==> config.mk <==
export PLATFORM = sky130hd
export DESIGN_NAME = xtea_ctr_keystream_xor
export DESIGN_NICKNAME = d
export VERILOG_FILES = /design/src/hw/rtl/xtea_ctr_pkg.sv /design/src/hw/rtl/xtea_ctr_fifo.sv /design/src/hw/rtl/xtea_ctr_front.sv /design/src/hw/rtl/xtea_ctr_core.sv /design/src/hw/rtl/xtea_ctr_keystream_xor.sv
export SDC_FILE = /design/constraint.sdc
export NUM_CORES = 2
export LEC_CHECK = 0
export BUFFER_PORTS_ARGS = -buffer_cell sky130_fd_sc_hd__buf_2
export CORE_ASPECT_RATIO = 0.8
export CORE_UTILIZATION = 55
export CTS_CLUSTER_DIAMETER = 80
export DETAILED_ROUTE_END_ITERATION = 10
export PLACE_DENSITY = 0.75
export RECOVER_POWER = 25
export SLEW_MARGIN = 0
export SYNTH_ARGS = -nofsm -noshare
export SYNTH_HDL_FRONTEND = slang
export SYNTH_SLANG_ARGS = --single-unit
==> constraint.sdc <==
create_clock -name clk -period 9.2 [get_ports clk]
set_clock_uncertainty 0.05 [all_clocks]
set_input_delay 0.46 -clock clk [delete_from_list [all_inputs] [get_ports clk]]
set_output_delay 0.46 -clock clk [all_outputs]
set_load 0.01 [all_outputs]
==> src/hw/rtl/xtea_ctr_pkg.sv <==
// Shared types and constants for the XTEA counter-mode keystream block.
// No dependencies; imported by the front end, the cipher engine and the top level.
package xtea_ctr_pkg;

	localparam int DATA_W      = 64;
	localparam int HALF_W      = 32;
	localparam int NBYTES      = 8;
	localparam int NKEYS       = 4;
	localparam int CFG_IDX_W   = 3;
	localparam int QUEUE_DEPTH = 2;

	localparam logic [HALF_W-1:0] XTEA_DELTA = 32'h9E3779B9;
	localparam int KEY_SEL_SHIFT = 11;
	localparam int MIX_SHL       = 4;
	localparam int MIX_SHR       = 5;

	// Configuration register indexes.
	localparam logic [CFG_IDX_W-1:0] REG_KEY0  = 3'd0;
	localparam logic [CFG_IDX_W-1:0] REG_KEY1  = 3'd1;
	localparam logic [CFG_IDX_W-1:0] REG_KEY2  = 3'd2;
	localparam logic [CFG_IDX_W-1:0] REG_KEY3  = 3'd3;
	localparam logic [CFG_IDX_W-1:0] REG_NONCE = 3'd4;

	typedef logic [NKEYS-1:0][HALF_W-1:0] key_t;

	// One classified item on its way from the front end to the cipher engine.
	typedef struct packed {
		logic [DATA_W-1:0] ctr;
		logic [DATA_W-1:0] data;
		logic [NBYTES-1:0] byte_en;
		logic              bypass;
	} work_t;

endpackage

==> src/hw/rtl/xtea_ctr_fifo.sv <==
// Small first-word-fall-through queue built from flip-flops.
// No package dependencies; DEPTH must be a power of two.
module xtea_ctr_fifo #(
	parameter int WIDTH = 8,
	parameter int DEPTH = 2
) (
	input  logic             clk,
	input  logic             arst_n,
	input  logic             push,
	input  logic [WIDTH-1:0] wdata,
	output logic             full,
	input  logic             pop,
	output logic [WIDTH-1:0] rdata,
	output logic             empty
);

	localparam int PW = (DEPTH > 1) ? $clog2(DEPTH) : 1;
	localparam int CW = $clog2(DEPTH + 1);

	logic [WIDTH-1:0] mem_q [DEPTH];
	logic [PW-1:0]    wr_ptr_q;
	logic [PW-1:0]    rd_ptr_q;
	logic [CW-1:0]    count_q;
	logic             do_push;
	logic             do_pop;

	assign full    = (count_q == CW'(DEPTH));
	assign empty   = (count_q == '0);
	assign do_push = push && !full;
	assign do_pop  = pop && !empty;
	assign rdata   = mem_q[rd_ptr_q];

	always_ff @(posedge clk or negedge arst_n) begin
		if (!arst_n) begin
			wr_ptr_q <= '0;
			rd_ptr_q <= '0;
			count_q  <= '0;
		end else begin
			if (do_push) begin
				wr_ptr_q <= wr_ptr_q + PW'(1);
			end
			if (do_pop) begin
				rd_ptr_q <= rd_ptr_q + PW'(1);
			end
			if (do_push && !do_pop) begin
				count_q <= count_q + CW'(1);
			end else if (do_pop && !do_push) begin
				count_q <= count_q - CW'(1);
			end
		end
	end

	always_ff @(posedge clk) begin
		if (do_push) begin
			mem_q[wr_ptr_q] <= wdata;
		end
	end

endmodule

==> src/hw/rtl/xtea_ctr_front.sv <==
// Front end: accepts data words, keeps the block counter and builds work entries.
// Depends on xtea_ctr_pkg.
module xtea_ctr_front (
	input  logic                                  clk,
	input  logic                                  arst_n,
	input  logic                                  push,
	output logic                                  full,
	input  logic [xtea_ctr_pkg::DATA_W-1:0]       data_word,
	input  logic [3:0]                            valid_bytes,
	input  logic                                  start_message,
	input  logic [xtea_ctr_pkg::DATA_W-1:0]       start_nonce,
	input  logic                                  wq_full,
	output logic                                  wq_push,
	output xtea_ctr_pkg::work_t                   wq_wdata
);
	import xtea_ctr_pkg::*;

	logic [DATA_W-1:0] ctr_q;
	logic [DATA_W-1:0] ctr_use;
	logic [3:0]        nbytes;
	logic [NBYTES-1:0] byte_en;
	logic              bypass;

	assign full    = wq_full;
	assign wq_push = push && !wq_full;

	// A start reloads the counter; a zero nonce stands for one.
	assign ctr_use = start_message
		? ((start_nonce == '0) ? DATA_W'(1) : start_nonce)
		: ctr_q;

	// Counts above eight saturate to a full word.
	assign nbytes = valid_bytes[3] ? 4'd8 : valid_bytes;
	assign bypass = (nbytes == 4'd0);

	always_comb begin
		for (int i = 0; i < NBYTES; i++) begin
			byte_en[i] = (4'(i) < nbytes);
		end
	end

	assign wq_wdata = '{ctr: ctr_use, data: data_word, byte_en: byte_en, bypass: bypass};

	always_ff @(posedge clk or negedge arst_n) begin
		if (!arst_n) begin
			ctr_q <= '0;
		end else if (wq_push) begin
			ctr_q <= bypass ? ctr_use : ctr_use + DATA_W'(1);
		end
	end

endmodule

==> src/hw/rtl/xtea_ctr_core.sv <==
// Back end: iterative XTEA engine, one full round per cycle, plus the final byte-masked XOR.
// Depends on xtea_ctr_pkg.
module xtea_ctr_core #(
	parameter int ROUNDS = 32
) (
	input  logic                              clk,
	input  logic                              arst_n,
	input  xtea_ctr_pkg::key_t                key,
	input  xtea_ctr_pkg::work_t               wq_rdata,
	input  logic                              wq_empty,
	output logic                              wq_pop,
	input  logic                              rq_full,
	output logic                              rq_push,
	output logic [xtea_ctr_pkg::DATA_W-1:0]   rq_wdata
);
	import xtea_ctr_pkg::*;

	localparam int RW = $clog2(ROUNDS);

	typedef enum logic [2:0] {
		ST_IDLE = 3'b001,
		ST_RUN  = 3'b010,
		ST_DONE = 3'b100
	} state_t;

	state_t            state_q;
	logic [RW-1:0]     rnd_q;
	logic [HALF_W-1:0] v0_q;
	logic [HALF_W-1:0] v1_q;
	logic [HALF_W-1:0] sum_q;
	logic [DATA_W-1:0] data_q;
	logic [NBYTES-1:0] en_q;

	logic [HALF_W-1:0] ka;
	logic [HALF_W-1:0] kb;
	logic [HALF_W-1:0] v0_n;
	logic [HALF_W-1:0] v1_n;
	logic [DATA_W-1:0] mask;
	logic              last_rnd;

	// The round sum is advanced before the round, so sum_q already holds this round's value.
	assign ka   = sum_q + key[sum_q[1:0]];
	assign kb   = sum_q + key[2'(sum_q >> KEY_SEL_SHIFT)];
	assign v0_n = v0_q + ((((v1_q << MIX_SHL) ^ (v1_q >> MIX_SHR)) + v1_q) ^ ka);
	assign v1_n = v1_q + ((((v0_n << MIX_SHL) ^ (v0_n >> MIX_SHR)) + v0_n) ^ kb);

	assign last_rnd = (rnd_q == RW'(ROUNDS - 1));

	always_comb begin
		for (int i = 0; i < NBYTES; i++) begin
			mask[i*8 +: 8] = {8{en_q[i]}};
		end
	end

	assign wq_pop   = (state_q == ST_IDLE) && !wq_empty;
	assign rq_push  = (state_q == ST_DONE) && !rq_full;
	assign rq_wdata = (data_q ^ {v1_q, v0_q}) & mask;

	always_ff @(posedge clk or negedge arst_n) begin
		if (!arst_n) begin
			state_q <= ST_IDLE;
			rnd_q   <= '0;
		end else begin
			unique case (state_q)
				ST_IDLE: begin
					rnd_q <= '0;
					if (wq_pop) begin
						state_q <= wq_rdata.bypass ? ST_DONE : ST_RUN;
					end
				end
				ST_RUN: begin
					rnd_q <= rnd_q + RW'(1);
					if (last_rnd) begin
						state_q <= ST_DONE;
					end
				end
				ST_DONE: begin
					if (rq_push) begin
						state_q <= ST_IDLE;
					end
				end
				default: begin
					state_q <= ST_IDLE;
				end
			endcase
		end
	end

	always_ff @(posedge clk) begin
		if (wq_pop) begin
			v0_q   <= wq_rdata.ctr[HALF_W-1:0];
			v1_q   <= wq_rdata.ctr[DATA_W-1:HALF_W];
			sum_q  <= XTEA_DELTA;
			data_q <= wq_rdata.data;
			en_q   <= wq_rdata.byte_en;
		end else if (state_q == ST_RUN) begin
			v0_q  <= v0_n;
			v1_q  <= v1_n;
			sum_q <= sum_q + XTEA_DELTA;
		end
	end

endmodule

==> src/hw/rtl/xtea_ctr_keystream_xor.sv <==
// Top level of the XTEA counter-mode keystream XOR block.
// Depends on xtea_ctr_pkg, xtea_ctr_fifo, xtea_ctr_front and xtea_ctr_core.
//
// Usage. Data words enter through a queue-style port: a transaction takes place
// at a rising edge with push high and full low. Each word carries up to eight
// bytes (valid_bytes, low byte first) and a start_message flag that reloads the
// block counter from the nonce register (a zero nonce loads one). Results leave
// through a second queue-style port: out_word is valid while empty is low and
// is taken at an edge with pop high. Exactly one result comes out per word, in
// order. Keys and nonce are written over the cfg port (cfg_ready is always high)
// while no word is in flight.
// Timing. The front end classifies a word and updates the counter in the cycle
// it is taken, so words queue up at once. The cipher engine runs one XTEA round
// per cycle: a word with at least one valid byte occupies it through a load
// step, ROUNDS rounds and a hand-off step, and it takes no new word until the
// hand-off is done, so that engine sets the sustained rate. A word with no valid
// bytes skips the rounds and goes from the load straight to the hand-off.
// Reset clears the counter to zero, the keys to zero, the nonce to one and both
// queues. When the receiver stalls, finished results collect in the output
// queue, then the engine holds its result, then the input queue fills and full
// rises; nothing is dropped.
module xtea_ctr_keystream_xor #(
	parameter int ROUNDS = 32
) (
	input  logic                                   clk,
	input  logic                                   arst_n,
	input  logic                                   push,
	output logic                                   full,
	input  logic [xtea_ctr_pkg::DATA_W-1:0]        data_word,
	input  logic [3:0]                             valid_bytes,
	input  logic                                   start_message,
	output logic                                   empty,
	input  logic                                   pop,
	output logic [xtea_ctr_pkg::DATA_W-1:0]        out_word,
	input  logic                                   cfg_valid,
	output logic                                   cfg_ready,
	input  logic [xtea_ctr_pkg::CFG_IDX_W-1:0]     cfg_index,
	input  logic [xtea_ctr_pkg::DATA_W-1:0]        cfg_data
);
	import xtea_ctr_pkg::*;

	key_t              key_q;
	logic [DATA_W-1:0] nonce_q;

	logic              wq_push;
	logic              wq_full;
	logic              wq_pop;
	logic              wq_empty;
	work_t             wq_wdata;
	work_t             wq_rdata;

	logic              rq_push;
	logic              rq_full;
	logic [DATA_W-1:0] rq_wdata;

	// The register file accepts a write in every cycle.
	assign cfg_ready = 1'b1;

	always_ff @(posedge clk or negedge arst_n) begin
		if (!arst_n) begin
			key_q   <= '0;
			nonce_q <= DATA_W'(1);
		end else if (cfg_valid && cfg_ready) begin
			unique case (cfg_index) inside
				REG_KEY0, REG_KEY1, REG_KEY2, REG_KEY3: begin
					key_q[cfg_index[1:0]] <= cfg_data[HALF_W-1:0];
				end
				REG_NONCE: begin
					nonce_q <= cfg_data;
				end
				default: begin
					// Writes to unused indexes are ignored.
				end
			endcase
		end
	end

	// Front end: counter handling and byte-enable generation.
	xtea_ctr_front u_front (
		.clk           (clk),
		.arst_n        (arst_n),
		.push          (push),
		.full          (full),
		.data_word     (data_word),
		.valid_bytes   (valid_bytes),
		.start_message (start_message),
		.start_nonce   (nonce_q),
		.wq_full       (wq_full),
		.wq_push       (wq_push),
		.wq_wdata      (wq_wdata)
	);

	// Work queue decouples the front end from the cipher engine.
	xtea_ctr_fifo #(
		.WIDTH ($bits(work_t)),
		.DEPTH (QUEUE_DEPTH)
	) u_work_q (
		.clk    (clk),
		.arst_n (arst_n),
		.push   (wq_push),
		.wdata  (wq_wdata),
		.full   (wq_full),
		.pop    (wq_pop),
		.rdata  (wq_rdata),
		.empty  (wq_empty)
	);

	xtea_ctr_core #(
		.ROUNDS (ROUNDS)
	) u_core (
		.clk      (clk),
		.arst_n   (arst_n),
		.key      (key_q),
		.wq_rdata (wq_rdata),
		.wq_empty (wq_empty),
		.wq_pop   (wq_pop),
		.rq_full  (rq_full),
		.rq_push  (rq_push),
		.rq_wdata (rq_wdata)
	);

	// Result queue drives the output port directly.
	xtea_ctr_fifo #(
		.WIDTH (DATA_W),
		.DEPTH (QUEUE_DEPTH)
	) u_result_q (
		.clk    (clk),
		.arst_n (arst_n),
		.push   (rq_push),
		.wdata  (rq_wdata),
		.full   (rq_full),
		.pop    (pop),
		.rdata  (out_word),
		.empty  (empty)
	);

	// The engine never hands a result to a full result queue.
	a_result_room: assert property (@(posedge clk) disable iff (!arst_n)
		rq_push |-> !rq_full)
		else $error("result pushed into a full result queue");

	// The engine only takes work that is actually queued.
	a_work_present: assert property (@(posedge clk) disable iff (!arst_n)
		wq_pop |-> !wq_empty)
		else $error("work queue popped while empty");

	// An accepted word is visible to the engine in the following cycle.
	a_work_visible: assert property (@(posedge clk) disable iff (!arst_n)
		wq_push |=> !wq_empty)
		else $error("accepted word missing from work queue");

endmodule
==> flow_summary_export.csv <==
group,metric,value,unit
critical_path,crit_type,"register to register",
route,met1_length,54100,um
final_layout,final_cell_mix,"edfxtp_1, mux2_2, buf_4",
synthesis,synth_top_family_by_area,"multiplexers",
floorplan,die_x,323,um
outcome,violations,"capacitance limit, slew limit",
synthesis,synth_edf_count,538,
clock_tree,clkTransAtPathRegs,60,ps
clock_tree,cts_tree,"built",
grt,grt_pass1_vias,31127,
synthesis,syn_nets,3992,
synthesis,synth_area,45400,sq um
floorplan,start_util,56.0,%
synthesis,synth_seq_cells,842,
synthesis,synth-simple-area-share,8.07,%
synthesis,synth-xor-area-share,8.61,%
floorplan,dieHeight,259,um
placed_design,dp_hpwl,90600,um
sta,fmax,0.111,GHz
grt,antenna_found_initial,2,
synthesis,synth-compound-area-share,9.79,%
critical_path,cp_slowest_stage_delay,540,ps
route,wl,125000,um
flow_run,maxCapViolations,4,
grt,grt_max_degree,143,
synthesis,yosysSeqAreaShare,52.0,%
placed_design,numPortBuffers,206,
final_layout,final_nets,4609,
sta,setup_viol,0,
floorplan,dieArea,83700,sq um
clock_tree,clkLatencyLatePin,670,ps
critical_path,cp.arrival,9300,ps
route,drt_iter0_markers,2996,
clock_tree,cts.htree.levels,3,
critical_path,cp.required,9490,ps
placed_design,dp_slack,-464,ps
synthesis,synthesis.instances,3644,
final_layout,final_common_cell,"edfxtp_1",
critical_path,end_kind,"register",
synthesis,yosys_warnings,0,
critical_path,cp_slowest_cell,"mux4_2",
critical_path,cpMostUsedCell,"xnor2_1",
route,dr.pass1.iters,6,
min_path,hold_path_class,"primary input to register",
clock_tree,cts_buffers,86,
route,drtAntennaViolNets,0,
route,top_layer,"met5",
sta,worst_slew_pin_slew,3660,ps
grt,grt_pass1_wl,188000,um
sta,min_period,9010,ps
route,drc,0,
route,vias,31999,
final_layout,area_growth,19.8,%
grt,grt_overflow,0,
floorplan,num_rows,93,
synthesis,synthFlopType,"edfxtp_1",
synthesis,yosysUniqueCellTypes,99,
sta,setup_ws,191,ps
synthesis,synthAdderAreaFrac,5.80,%
clock_tree,clk_path_buf_depth,3,
clock_tree,clock-sinks,842,
final_layout,drive_gt1_share,27.4,%
grt,track_usage,29.8,%
floorplan,ios,208,
route,wl_met3,8710,um
synthesis,synth_mux_area_share,13.9,%
floorplan,core-area,81100,sq um
sta,hold_viol,0,
route,wl_met2,58100,um
synthesis,async_reset_ff_share,32.3,%
route,vias_per_cell,5.90,
outcome,outcome,"finished with violations",
critical_path,startpoint_type,"register",
critical_path,crit_path_max_fanout,4,
sta,grt_setup_unrepaired,"true",
synthesis,avgSynthCellArea,12.5,sq um
placed_design,place.gp.congestion,0.943,
route,wl_per_cell,23.0,um
sta,relSlewSlack,-144,%
clock_tree,ctsRootBufferMaster,"clkbuf_16",
sta,fin_crit_sh,97.9,%
sta,final_max_slew_viol_count,183,
-- layout make-up --
| class | count | area (sq um) |
|---|---|---|
| flip-flops and latches | 842 | 23600 |
| diodes | 1 | 2.50 |
| clock inverters | 50 | 546 |
| fillers | 5921 | 26700 |
| inverters | 94 | 355 |
| well taps | 1092 | 1370 |
| multi-input cells | 2588 | 21600 |
| clock buffers | 108 | 2370 |
| repair buffers | 649 | 4530 |
-- synth_stat cells (all sizes together) (64+ instances only) --
cell | instances | area share, %
a21o | 121 | 2.0
a21oi | 173 | 1.9
and2 | 79 | 1.1
clkbuf | 90 | 0.74
dfrtp | 270 | 15
edfxtp | 538 | 36
ha | 201 | 5.5
inv | 93 | 0.77
mux2 | 359 | 8.9
mux2i | 83 | 1.8
mux4 | 64 | 3.2
nand2 | 237 | 2.0
nor2 | 142 | 1.2
o21ai | 203 | 2.2
xnor2 | 236 | 4.6
xor2 | 202 | 3.9
-- critical path: cells and delay by family (launching register included) --
kind / cells / cell delay (ps)
compound gates: 25 / 4280
fa+ha+maj: 5 / 1410
xor+xnor: 8 / 1220
simple gates: 4 / 770
mux: 1 / 540
flops: 1 / 380
buf+inv: 1 / 50
-- per-layer routing --
| metal | vias to the layer above | GRT usage, % |
|---|---|---|
| li1 | 14757 | - |
| met1 | 15976 | 42.8 |
| met2 | 1059 | 46.6 |
| met3 | 205 | 4.83 |
| met4 | 2 | 9.40 |
| met5 | - | 0 |
-- metrics by stage --
stage          setup TNS [ps]  cell area [sq um]  std cells  util [%]  hold WS [ps]
4_1_cts                     0              53900       5406      66.5          4.05
3_5_place_dp            -1040              50000       5151      61.6           399
3_3_place_gp             -203              50000       5151      61.6           391
6_report                    0              54400       5424      67.1          55.9
2_1_floorplan               0              45400       3644         -           114
5_1_grt                  -443              54400       5424      67.1          38.3
-- logic make-up after synthesis --
group,after synthesis
muxes,506
AOI/OAI and AO/OA,693
DFF,842
xor gates and xnor gates,440
and+or+nand+nor,741
adders and majority gates,207
other,1
buffers and inverters,214
-- worst paths after layout --
| path | startpoint | end | slack (ps) | cells past startpoint |
|---|---|---|---|---|
| worst max-delay path | u_core.sum_q[0]$_SDFFE_PP1P_ | u_core.v1_q[31]$_DFFE_PP_ | 190 | 44 |
| min in group asynchronous | arst_n | u_result_q.rd_ptr_q$_DFFE_PN0P_ | 1670 | 2 |
| worst min-delay path | cfg_data[15] | key_q[47]$_DFFE_PN0P_ | 60 | 2 |
| worst min register to register | u_front.ctr_q[27]$_DFFE_PN0P_ | u_front.ctr_q[27]$_DFFE_PN0P_ | 420 | 2 |
| max in group asynchronous | arst_n | nonce_q[49]$_DFFE_PN0P_ | 4240 | 4 |
| worst max register to register | u_core.sum_q[0]$_SDFFE_PP1P_ | u_core.v1_q[31]$_DFFE_PP_ | 190 | 44 |
-- what timing repair did --
item / in CTS / in global routing
hold buffers: 97 / 0
pin swaps: 5 / 77
endpoints found under the setup margin: 6 / 11
buffers inserted: 0 / 17
gates cloned: 0 / 0
hold endpoints to repair: 221 / 0
resized for setup: 22 / 93
-- state kept, by name, indices dropped and copies added, names as in the netlist, 3 cells and up --
signal,cells
u_core.sum_q,32
key_q,128
u_core.rnd_q,5
u_result_q.mem_q,128
u_core.v1_q,32
u_core.v0_q,32
u_work_q.mem_q,274
u_core.state_q,3
nonce_q,64
u_core.en_q,8
u_front.ctr_q,64
u_core.data_q,64
Power is left out: the tool's default activity adds up to more than one toggle a clock period on the data nets, which glitch-free logic cannot reach.
